### src/set_assoc_cache_tag_engine_unit_macros.svh
// assertion macros of the tag engine unit
`ifndef SET_ASSOC_CACHE_TAG_ENGINE_UNIT_MACROS_SVH
`define SET_ASSOC_CACHE_TAG_ENGINE_UNIT_MACROS_SVH

// same-cycle implication, sampled on clk, off while in reset
`define SACTE_ASSERT_NOW(label, ante, cons, msg) \
    label: assert property (@(posedge clk) disable iff (!rst_n) (ante) |-> (cons)) \
        else $error(msg);

// next-cycle implication, sampled on clk, off while in reset
`define SACTE_ASSERT_NEXT(label, ante, cons, msg) \
    label: assert property (@(posedge clk) disable iff (!rst_n) (ante) |=> (cons)) \
        else $error(msg);

`endif

### src/sacte_pkg.sv
// shared types, constants and helpers of the cache tag engine
`timescale 1ns / 1ps
package sacte_pkg;

    localparam int WAYS_DEF       = 8;
    localparam int SETS_DEF       = 256;
    localparam int ADDR_BITS_DEF  = 48;
    localparam int STAMP_BITS_DEF = 32;

    localparam int TOTAL_W     = 32;
    localparam int CFG_IDX_W   = 3;
    localparam int CFG_DATA_W  = 4;
    localparam int WAY_IDX_MAX = 4;

    localparam logic [3:0] OFFSET_BITS_RST = 4'd6;
    localparam logic [3:0] SET_BITS_RST    = 4'd8;
    localparam logic [3:0] WAYS_IN_USE_RST = 4'd8;

    typedef enum logic [CFG_IDX_W-1:0] {
        CFG_REPLACE_LRU     = 3'd0,
        CFG_PREFETCH_ENABLE = 3'd1,
        CFG_OFFSET_BITS     = 3'd2,
        CFG_SET_BITS        = 3'd3,
        CFG_WAYS_IN_USE     = 3'd4
    } cfg_idx_t;

    // outcome of one set lookup
    typedef struct packed {
        logic                   hit;
        logic [WAY_IDX_MAX-1:0] way;
    } sel_t;

    function automatic logic [TOTAL_W-1:0] sat_inc(input logic [TOTAL_W-1:0] v);
        logic [TOTAL_W-1:0] r;
        r = (v == {TOTAL_W{1'b1}}) ? v : v + TOTAL_W'(1);
        return r;
    endfunction

endpackage

### src/sacte_way_sel.sv
// tag compare and victim choice over one set row
`timescale 1ns / 1ps
module sacte_way_sel #(
    parameter int WAYS       = sacte_pkg::WAYS_DEF,
    parameter int ADDR_BITS  = sacte_pkg::ADDR_BITS_DEF,
    parameter int STAMP_BITS = sacte_pkg::STAMP_BITS_DEF
) (
    input  logic [WAYS*(1+ADDR_BITS+2*STAMP_BITS)-1:0] row,
    input  logic [ADDR_BITS-1:0]                       tag,
    input  logic [$clog2(WAYS+1)-1:0]                  nw,
    input  logic                                       lru,
    output sacte_pkg::sel_t                            sel
);
    import sacte_pkg::*;

    localparam int WAY_W  = 1 + ADDR_BITS + 2 * STAMP_BITS;
    localparam int TAG_O  = 1;
    localparam int FILL_O = 1 + ADDR_BITS;
    localparam int USE_O  = 1 + ADDR_BITS + STAMP_BITS;
    localparam int IW     = (WAYS > 1) ? $clog2(WAYS) : 1;
    localparam int LVLS   = $clog2(WAYS);
    localparam int P      = 1 << LVLS;
    localparam int NW_W   = $clog2(WAYS + 1);

    always_comb
    begin
        logic                  found_hit;
        logic                  found_inv;
        logic [IW-1:0]         hit_w;
        logic [IW-1:0]         inv_w;
        logic                  c  [P];
        logic [STAMP_BITS-1:0] st [P];
        logic [IW-1:0]         ix [P];
        logic                  in_use;
        logic                  vld;
        logic                  take_b;
        found_hit = 1'b0;
        found_inv = 1'b0;
        hit_w     = '0;
        inv_w     = '0;
        for (int i = 0; i < P; i++)
        begin
            c[i]  = 1'b0;
            st[i] = '0;
            ix[i] = IW'(i);
        end
        for (int w = 0; w < WAYS; w++)
        begin
            in_use = (NW_W'(w) < nw);
            vld    = row[w*WAY_W];
            if (in_use && vld && row[w*WAY_W+TAG_O +: ADDR_BITS] == tag && !found_hit)
            begin
                found_hit = 1'b1;
                hit_w     = IW'(w);
            end
            if (in_use && !vld && !found_inv)
            begin
                found_inv = 1'b1;
                inv_w     = IW'(w);
            end
            c[w]  = in_use;
            st[w] = lru ? row[w*WAY_W+USE_O +: STAMP_BITS]
                        : row[w*WAY_W+FILL_O +: STAMP_BITS];
        end
        // pairwise minimum tree, ties keep the lower way
        for (int l = 0; l < LVLS; l++)
        begin
            for (int i = 0; i < (P >> (l + 1)); i++)
            begin
                take_b = c[2*i+1] && (!c[2*i] || st[2*i+1] < st[2*i]);
                c[i]   = take_b ? c[2*i+1]  : c[2*i];
                st[i]  = take_b ? st[2*i+1] : st[2*i];
                ix[i]  = take_b ? ix[2*i+1] : ix[2*i];
            end
        end
        sel.hit = found_hit;
        if (found_hit)
        begin
            sel.way = WAY_IDX_MAX'(hit_w);
        end
        else if (found_inv)
        begin
            sel.way = WAY_IDX_MAX'(inv_w);
        end
        else
        begin
            sel.way = WAY_IDX_MAX'(ix[0]);
        end
    end

endmodule

### config.mk
export PLATFORM = sky130hd
export DESIGN_NAME = sacte_way_sel
export DESIGN_NICKNAME = d
export VERILOG_FILES = /design/src/set_assoc_cache_tag_engine_unit_macros.svh /design/src/sacte_pkg.sv /design/src/sacte_way_sel.sv
export SDC_FILE = /design/constraint.sdc
export NUM_CORES = 1
export LEC_CHECK = 0
export ABC_CLOCK_PERIOD_IN_PS = 15100
export BUFFER_PORTS_ARGS = -buffer_cell sky130_fd_sc_hd__buf_2
export CAP_MARGIN = 30
export CORE_AREA = 2 2 376 378
export DETAILED_ROUTE_END_ITERATION = 8
export DIE_AREA = 0 0 378 380
export RECOVER_POWER = 50
export SLEW_MARGIN = 20
export SYNTH_ARGS = -nofsm -noshare
export SYNTH_HDL_FRONTEND = slang
export SYNTH_SLANG_ARGS = --single-unit
### constraint.sdc
create_clock -name vclk -period 15.1
set_input_delay 3.02 -clock vclk [all_inputs]
set_output_delay 3.02 -clock vclk [all_outputs]
set_load 0.02 [all_outputs]
==> summary.md <==
| Metric | Value |
|---|---|
| Startpoint types | input pin |
| Iteration-0 DRC Markers | about 1200 |
| Global-route usage over all layers | a little under a fifth |
| PnR Total Power | 1.267 mW |
| Syn_nets | 3380 |
| Layout cell share with drive strength beyond 1 | between 30% and 40% |
| Reg area | 0 sq um |
| Status | complete, but fails checks |
| Per-cell routed wire length | 27.43 um |
| Final Util | 17.09% |
| Final WL | 137900 um |
| Clock buffers | 0 |
| Critical path arrival | 11.59 ns |
| DP Wirelength | 123400 um |
| Commonest non-fill, non-tap cell in the layout | buf_2 |
| Initial antenna violation count | 50 |
| Nets | ~4300 |
| Global-route wire length before repair | roughly 180000 um |
| Fin Hold WS | 6.808 ns |
| Fin cells | ~5000 |
| Syn_area_per_cell | 7.327 sq um |
| Hold buffers post-CTS | 0 |
| First-pass detailed-route iteration total | 5 |
| CP endpoint kind | output pin |
| Slowest cell delay on critical path | 0.93 ns |
| Post-Synthesis Cells | 2206 |
| Die footprint | 0.1436 sq mm |
| Actual slew at the worst max-slew pin | 1.590 ns |
| Pin count of the biggest net entering global routing | 64 |
| Peak VDD IR | 0.00002739 V |
| CP max stage cell | o21ai_0 |
| Most frequent cells in the layout | buf_2 (963), mux2i_1 (241), xor2_1 (225) |
| RSZ-0062 raised after global routing | no |
| Final setup fails | 0 |
| Synth cell types | 76 |
| Routability cong. | slightly above 0.9 |
| Slew Limit Fails | 4 |
| CP Class | input pin to output pin |
| Worst min path class | input pin to output pin |
| Routed Antenna Nets | 0 |
| Critical Path Source | lru |
| Max Cap Viol | 1 |
| Seq Cell Count | 0 |
| Slew headroom | -6.649% |
| Core ar. | 0.1392 sq mm |
| Crit-path most repeated cell | o21ai_0 |
| Worst path required time | approximately 12 ns |
| CP Max Fanout | 63 |
| Row count | between 100 and 150 |
| Port Buffers | roughly 960 |
| Hold depth | 6 |
| Vias | around 22000 |
| Period utilisation layout | 96.73% |
| Cell leakage power | 11.33 nW |
| # DRC | 0 |
| Die Wd | 378 um |
| Die height | 380 um |
| Remaining Overflow, GRT | 0 |
| FILL cells | 16130 |
| Area of the multi-input gates | 0.01530 sq mm |
| HP Start | row[700] |
| Top Ports | 962 |
| Failing checks | max-capacitance violations, max-slew violations |
| Seq/Total Area, Yosys | 0% |
| Inst Count DP | ~5000 |
| Initial core utilization | 11.61% |
| Cell Area, Synth | 0.01616 sq mm |
| Final min period | 14.61 ns |
| Area Growth Syn to Fin | 47.15% |
| Final hold vios | 0 |
| Vias in the first global route | 22160 |
| Fmax | 0.06846 GHz |
| Pwr dens | between 50 and 60 mW/mm^2 |
| Setup TNS | 0 ns |
| Ys Warns | 0 |
| DR vias/cell | 4.297 |
## metrics by stage
stage	cell area (sq um)	setup slack (ns)
2_1_floorplan	16160	1.017
3_3_place_gp	23480	-0.5920
3_5_place_dp	23580	-0.6148
4_1_cts	23630	0.01936
5_1_grt	23750	0.02297
6_report	23790	0.4940
## critical path, delay by kind of cell
family          cells  cell delay (ns)
mux                 2             0.76
simple gates        6             1.10
compound gates     15             3.96
fa+ha+maj           3             1.07
buf+inv             8             1.55
## area by class of cell
| cell class | count | area share (%) |
|---|---|---|
| antenna | 17 | 0.1789 |
| inverter | 127 | 2.004 |
| multi-input combinational | 1959 | 64.33 |
| tap | 1876 | 9.868 |
| timing repair buffer | 1050 | 23.62 |
## power by group
group	internal [mW]	leakage (nW)	switching, mW	total, mW
clock network	0.0000000951	0.000108	0	0.0000000953
logic	0.492	11.3	0.775	1.27
registers	0	0	0	0
total	0.492	11.3	0.775	1.27
## logic make-up (layout without fill, tap and decap cells)
family / after synthesis / in the layout / share of synthesized area, %
simple gates: 671 / 671 / 22.15
mux: 322 / 322 / 20.62
fa+ha+maj: 217 / 217 / 16.80
other cells: 1 / 18 / 0.02320
buf+inv: 248 / 1177 / 6.293
xor+xnor: 342 / 342 / 18.53
compound gates: 405 / 406 / 15.59
## path summary, 6_finish.rpt
path / endpoint / slack, ns
max: sel[2] / 0.49
min: sel[4] / 6.81
## synthesized netlist by cell type, types with 4 or more instances
cell	instances	area share, %
mux2i_1	252	16
xor2_1	225	12
ha_1	217	17
nand2_1	156	3.6
o21ai_0	138	4.3
inv_1	126	2.9
xnor2_1	117	6.3
nor2_1	105	2.4
a21oi_1	102	3.2
nor4_1	102	3.9
nand4_1	91	3.5
mux2_2	68	4.7
clkbuf_1	60	1.4
nand3_1	45	1.4
nand2b_1	35	1.4
nor3_1	34	1.1
nor2b_1	32	1.2
o31a_1	31	1.7
buf_1	26	0.60
buf_2	24	0.74
a211oi_1	18	0.84
a21o_1	15	0.70
o211ai_1	11	0.51
o22ai_1	10	0.39
nand4b_1	9	0.49
or4_1	9	0.42
a2111oi_0	8	0.43
a31oi_1	8	0.31
o21a_1	8	0.37
buf_4	7	0.33
nor3b_1	7	0.33
nor4b_1	7	0.38
o2111ai_1	7	0.38
a221oi_1	6	0.33
o21ai_1	6	0.19
a21boi_0	5	0.23
and3_1	5	0.19
and4_1	5	0.27
or2_2	5	0.19
and3b_1	4	0.22
buf_6	4	0.28
## layer usage
metal	vias up	GRT usage, %	wire, um
met1	10100	19.15	49610
met2	1167	34.45	70900
met5	-	0.3369	184
met4	22	9.045	8756
met3	320	2.979	8480
li1	10000	-	-
## repair_timing
item                       in CTS  in global routing
setup endpoints to repair       3                  3
setup buffers                   2                  5
gates cloned                    1                  1
pin swaps                       2                  3
gates resized for setup         8                 15
No activity file was read; power rests on OpenSTA's default activity.
