==> config.mk <==
export PLATFORM = sky130hd
export DESIGN_NAME = sacte_ram
export DESIGN_NICKNAME = d
export VERILOG_FILES = /design/src/set_assoc_cache_tag_engine_unit_macros.svh /design/src/sacte_ram.sv
export SDC_FILE = /design/constraint.sdc
export NUM_CORES = 1
export LEC_CHECK = 0
export BUFFER_PORTS_ARGS = -buffer_cell sky130_fd_sc_hd__buf_4
export CAP_MARGIN = 20
export CORE_ASPECT_RATIO = 0.9
export CORE_MARGIN = 2
export CORE_UTILIZATION = 60
export DETAILED_ROUTE_END_ITERATION = 10
export PLACE_DENSITY = 0.87
export SYNTH_ARGS = -nofsm -noshare
export SYNTH_HDL_FRONTEND = slang
export SYNTH_SLANG_ARGS = --single-unit
==> constraint.sdc <==
create_clock -name clk -period 2.3 [get_ports clk]
set_input_delay 0.46 -clock clk [delete_from_list [all_inputs] [get_ports clk]]
set_output_delay 0.46 -clock clk [all_outputs]
set_load 0.01 [all_outputs]
==> src/set_assoc_cache_tag_engine_unit_macros.svh <==
// assertion macros of the tag engine unit
`ifndef SET_ASSOC_CACHE_TAG_ENGINE_UNIT_MACROS_SVH
`define SET_ASSOC_CACHE_TAG_ENGINE_UNIT_MACROS_SVH

// same-cycle implication, sampled on clk, off while in reset
`define SACTE_ASSERT_NOW(label, ante, cons, msg) \
    label: assert property (@(posedge clk) disable iff (!rst_n) (ante) |-> (cons)) \
        else $error(msg);

// next-cycle implication, sampled on clk, off while in reset
`define SACTE_ASSERT_NEXT(label, ante, cons, msg) \
    label: assert property (@(posedge clk) disable iff (!rst_n) (ante) |=> (cons)) \
        else $error(msg);

`endif

==> src/sacte_ram.sv <==
// generic single-port-write, single-port-read ram with registered read
`timescale 1ns / 1ps
module sacte_ram #(
    parameter int WIDTH = 8,
    parameter int DEPTH = 16
) (
    input  logic                             clk,
    input  logic                             we,
    input  logic [(DEPTH>1?$clog2(DEPTH):1)-1:0] waddr,
    input  logic [WIDTH-1:0]                 wdata,
    input  logic                             re,
    input  logic [(DEPTH>1?$clog2(DEPTH):1)-1:0] raddr,
    output logic [WIDTH-1:0]                 rdata
);

    logic [WIDTH-1:0] mem [DEPTH];

    always_ff @(posedge clk)
    begin
        if (we)
        begin
            mem[waddr] <= wdata;
        end
        if (re)
        begin
            rdata <= mem[raddr];
        end
    end

endmodule

==> results of run 1 <==
-- worst max-delay path, delay by kind of cell --
family | cells | cell delay [ps]
and+or+nand+nor | 1 | 110
AOI/OAI and AO/OA | 1 | 220
muxes | 1 | 570
buffers and inverters | 2 | 490
-- cells in the mapped netlist --
library cell,count,area (sq um)
nand3b_1,2,15.0
nand3_1,1,5.00
nor2b_1,1,6.26
mux4_1,14,368
a22oi_1,16,120
nand2b_1,2,12.5
and2b_1,1,7.51
buf_6,3,33.8
edfxtp_1,136,4080
buf_4,1,7.51
nand2_1,9,33.8
buf_2,3,15.0
and2_1,1,6.26
clkdlybuf4s25_2,3,30.0
nor2_1,13,48.8
or3b_2,1,8.76
nor3_1,4,20.0
mux4_2,18,405
-- power by group through the flow --
stage               logic, W  registers, W  clock network (W)
global placement    0.000263       0.00286                  0
global route        0.000299       0.00281            0.00278
CTS                 0.000279       0.00281            0.00270
floorplan           0.000141       0.00286                  0
finish              0.000276       0.00281            0.00266
detailed placement  0.000273       0.00286                  0
-- logic make-up (layout without fill, tap and decap cells) --
group,count (synthesis),in the layout
compound gates,16,16
buf+inv,10,79
flops,136,136
mux,32,32
simple gates,35,35
-- per-layer routing --
layer / share of wire (%) / GRT usage [%]
met1: 40 / 35.1
met2: 51 / 38.2
met3: 7.6 / 7.92
met4: 1.3 / 8.11
met5: 0 / 0
-- layout make-up --
cell class,instances,area [sq um],area share [%]
multi-input cells,83,1060,16.9
well taps,119,149,2.38
clock buffers,18,418,6.69
repair buffers,47,365,5.85
flip-flops and latches,136,4080,65.4
clock inverters,14,175,2.80
-- through the flow --
step,power [W],cell area [sq um],utilization (%),std cells
after detailed placement,0.00313,5660,66.3,385
after global placement,0.00312,5660,66.3,385
after CTS,0.00579,6250,73.3,417
after floorplan,0.00300,5230,-,229
after global routing,0.00589,6250,73.3,417
final,0.00575,6250,73.3,417
-- registers in the layout, summed over array words and instances, names as in the netlist --
register  flops
rdata         8
mem         128
-- how the worst min path moves through the flow --
stage / end / slack, ps / start / depth (start not counted)
after floorplan: mem[0][0] / 560 / wdata[0] / 0
after global routing: rdata[6] / 220 / re / 1
after detailed placement: rdata[1] / 730 / mem[4][1] / 3
after CTS: rdata[1] / 220 / re / 1
final: rdata[6] / 250 / re / 1
after global placement: rdata[1] / 720 / mem[7][1] / 3
-- layout by cell type (no fill, tap or decap), types with 2 or more instances in the layout --
cell / n
a22oi_1: 16
buf_4: 46
bufinv_16: 3
clkbuf_16: 16
clkinv_2: 2
clkinv_4: 4
clkinvlp_4: 3
edfxtp_1: 136
inv_6: 2
mux4_1: 14
mux4_2: 18
nand2_1: 9
nand2b_1: 2
nand3b_1: 2
nor2_1: 13
nor3_1: 4
==> results.toml, run 1 <==
[power]
swShare_pct = 20.4
switching_power_w = 0.00118
p_clk_share_pct = 46.3
leakage_nw = 2.13
p_int_w = 0.00458
p_seq_share_pct = 48.9
vdd_drop_max_mv = 0.532
p_comb_share_pct = 4.8
p_per_area_nw_per_um2 = 920

[cts]
post_cts_buffers = 0
ctsHoldBuffers = 0
clockRootBuffer = "clkbuf_8"
clk_latency_ps = 510
cts_resized = 0
clk_pin_slew_ps = 60
cts_made_buffers = 17
clkSinkCount = 136
cts_tree = "done"
clock_path_buffers = 2
htreeDepth = 4

[route]
routedWlPerCell_microns = 25.3
vias_per_cell = 6.30
vias = 2629
ant_nets = 0
drt-total-wl_microns = 10600
firstDrtPassIters = 5
drc_errors = 0
first_iter_violations = 280

[critical_path]
r2r_setup_slack_ps = 760
worstPathArrival_ps = 1860
critPathMaxFanout = 15
rr_startpoint = "mem[1][0]"
startpoint = "raddr[0]"
reg2reg_depth = 3
crit_path_end_kind = "register"
crit_chain = "buf_4, buf_12, mux4_1, a22oi_1, nand2_1"
slowest_stage = "mux4_1"
worstPathRequired_ps = 2550
crit_end = "rdata[2]"
cp-start-kind = "input pin"
slowest_delay_ps = 570
worst-setup-path-type = "in2reg"
r2r_end = "rdata[0]"

[timing]
worstMarginPinSlew_ps = 451
whs_ps = 245
setup_violations = 0
period_share_pct = 70.1
final.setup.tns_ps = 0
hold_viol_final = 0
slew_violations = 0
max_freq_mhz = 620
fin_crit_ps = 1610
finalWorstSetupSlack_ps = 687
slew-limit-headroom_pct = 69.9
rsz0062_at_grt = "false"
skew_ps = 13.3

[synth]
syn_inst = 229
yosysSeqAreaShare_pct = 78.1
synth_fa_ha_area_share_pct = 0
avgSynthCellArea_sq_um = 22.8
synth_xor_area_share_pct = 0
syn-num-nets = 248
synthMuxAreaShare_pct = 14.8
syn_area_sq_um = 5230
ys_warn_count = 0
synth_compound_area_share_pct = 2.30
synth.distinct_cells = 18
synth_seq_cells = 136
synth_top_family_by_area = "multiplexers"
synth-simple-area-share_pct = 3.14

[floorplanning]
die_x_microns = 102
coreArea_sq_um = 8530
rows = 32
io_pins = 27
die_h_microns = 92.6
die-area_sq_um = 9480
initial_core_util_pct = 61.3

[cells_and_area]
n_fill_cell = 449
area_delta_synth_final_pct = 19.5
n_antenna_cell = 0
num-nets-final = 304
drive_gt1_share_pct = 32.6

[global_routing]
grtUsageTotal_pct = 25.0
grt_pass1_vias = 2646
grt_pass1_wl_microns = 15900
grt-ovfl-total = 0
grt_max_degree = 33
antenna_found_initial = 0

[place]
place_congestion = 0.757
dp_hpwl_microns = 6480
port_buffers = 26
dpl_worst_slack_ps = 153

[status]
status = "completed"

[hold_path]
hold_path_class = "in2reg"

[flow_run]
cap_violations = 0
Note: power is estimated with default switching activity, not from simulation.
==> run 2: changes to the inputs <==
Settings changed: ABC_AREA set to 1, CORE_UTILIZATION 60 to 61, PLACE_DENSITY 0.87 to 0.88.
Clock period 2.3 ns to 1.6 ns, I/O delays scaled along.
==> results.toml, run 2 <==
[timing]
max_freq_mhz = 679
skew_ps = 5.01
period_share_pct = 92.1
slew-limit-headroom_pct = 73.0
hold_viol_final = 0
setup_violations = 0
slew_violations = 0
rsz0062_at_grt = "false"
whs_ps = 109
fin_crit_ps = 1470
worstMarginPinSlew_ps = 405
final.setup.tns_ps = 0

[cts]
clk_latency_ps = 520
clk_pin_slew_ps = 60
post_cts_buffers = 0
clock_path_buffers = 2
cts_made_buffers = 17
clkSinkCount = 136
clockRootBuffer = "clkbuf_8"
ctsHoldBuffers = 0
cts_tree = "done"
htreeDepth = 4
cts_resized = 0

[synth]
synth_top_area_share_pct = 69.8
synth.most_common_cell = "nand2_1"
syn_area_sq_um = 5850
syn-num-nets = 570
synth.distinct_cells = 11
avgSynthCellArea_sq_um = 10.6
async_flop_share_pct = 0
syn_inst = 551
synthTopCellsByCount = "nand2_1, edfxtp_1, inv_1, nand3_1, nor2_1"
yosysSeqAreaShare_pct = 69.8
ys.flop_type = "edfxtp_1"
synth_seq_cells = 136
synth_edf_count = 136
yosysTopAreaCell = "edfxtp_1"
ys_top_cells_by_area = "edfxtp_1, nand2_1, nand3_1"
ys_warn_count = 0

[floorplanning]
die_x_microns = 107
die-area_sq_um = 10400
initial_core_util_pct = 63.5
die_h_microns = 96.9
coreArea_sq_um = 9210
rows = 33
io_pins = 27

[power]
leakage_nw = 2.94
vdd_drop_max_mv = 0.979
fin_total_pwr_w = 0.00812
p_per_area_nw_per_um2 = 1190

[place]
port_buffers = 26
dpl.cell_count = 698
place_congestion = 0.903
dp_hpwl_microns = 8040
dpl_cell_area_sq_um = 6260

[cells_and_area]
reg_top3 = "mem x128, rdata x8"
area_delta_synth_final_pct = 16.4
drive_gt1_share_pct = 13.2
layout_commonest_cell = "nand2_1"
final_cell_mix = "nand2_1, edfxtp_1, inv_1"
n_antenna_cell = 0
num-nets-final = 614
max_flop_register = "mem"
final_cells = 730
n_fill_cell = 623
fin_area_sq_um = 6810
largest_reg_flops = 128

[critical_path]
worst-setup-path-type = "reg2out"
worstPathRequired_ps = 1280
cp-start-kind = "register"
r2r_end = "rdata[6]"
worstPathArrival_ps = 1150
crit_chain = "buf_4"
r2r_setup_slack_ps = 390
crit_path_end_kind = "primary output"
slowest_stage = "edfxtp_1"
slowest_delay_ps = 450
critPathMaxFanout = 1
rr_startpoint = "mem[7][6]"
reg2reg_depth = 6
path_buf_inv = 1
cpLargestDelayFamily = "flip-flops"

[route]
drt-total-wl_microns = 13100
ant_nets = 0
vias_per_cell = 5.50
drc_errors = 0
first_iter_violations = 490
firstDrtPassIters = 5
routedWlPerCell_microns = 17.9
vias = 4017

[global_routing]
grt_most_used_layer = "met2"
grtUsageTotal_pct = 27.1
antenna_found_initial = 0
use_met3_pct = 8.56
grt_max_degree = 65
grt-ovfl-total = 0
gr-usage-met1_pct = 37.9
grt_pass1_vias = 3846
grt_pass1_wl_microns = 20400
use_met2_pct = 40.9

[flow_run]
cap_violations = 0

[status]
status = "completed"

[hold_path]
min_to = "rdata[7]"
min_path_cells = 1
hold_path_class = "in2reg"
hold_start = "re"
run 2: cell types whose count changed in the layout (fill, tap and decap cells not counted), moves of 3 or more:
cell      previous run  this run
nor3_1               4         0
a22oi_1             16         0
nand3_1              1        97
mux4_1              14         0
clkinv_4             4         1
nand2_1              9       173
inv_1                0       100
mux4_2              18         0
nor2_1              13        17
buf_12               1         5
run 2: worst max-delay path by stage:
stage / start / depth (start not counted) / slack, ps / end
floorplan: waddr[2] / 2 / 330 / mem[10][0]
finish: rdata[3] / 1 / 130 / rdata[3]
global route: rdata[3] / 1 / 110 / rdata[3]
detailed placement: raddr[0] / 7 / 60 / rdata[0]
global placement: raddr[0] / 7 / 140 / rdata[0]
CTS: rdata[0] / 1 / 130 / rdata[0]
run 2: cell type report:
cell class | instances | area, sq um | share of cell area [%]
clock buffers | 18 | 418 | 6.14
clock inverters | 14 | 124 | 1.82
inverters | 102 | 383 | 5.63
multi-input cells | 289 | 1210 | 17.8
flip-flops and latches | 136 | 4080 | 60.0
well taps | 122 | 153 | 2.24
repair buffers | 49 | 430 | 6.32
run 2: per-layer routing:
metal  part of all wire, %  vias to the layer above  wire (microns)
met5                     0                        -               0
met4                   1.7                        0             228
met3                    11                       20            1400
met2                    48                      228            6280
met1                    39                     1900            5150
li1                      -                     1869               -
run 2: kinds of logic after synthesis:
logic type	after synthesis	synth area share, %
simple gates	289	20.8
flops	136	69.8
buf+inv	126	9.39
run 2: stage by stage:
stage | setup slack, ps | util (%)
2_1_floorplan | 329 | -
3_3_place_gp | 138 | 68.0
3_5_place_dp | 62.6 | 68.0
4_1_cts | 126 | 73.9
5_1_grt | 112 | 73.9
6_report | 126 | 73.9
run 2: report_power, final:
part	total [W]	internal (W)	switching, W	leakage [nW]
combinational	0.000532	0.000178	0.000354	1.46
sequential	0.00404	0.00401	0.0000288	1.24
clock	0.00355	0.00206	0.00149	0.250
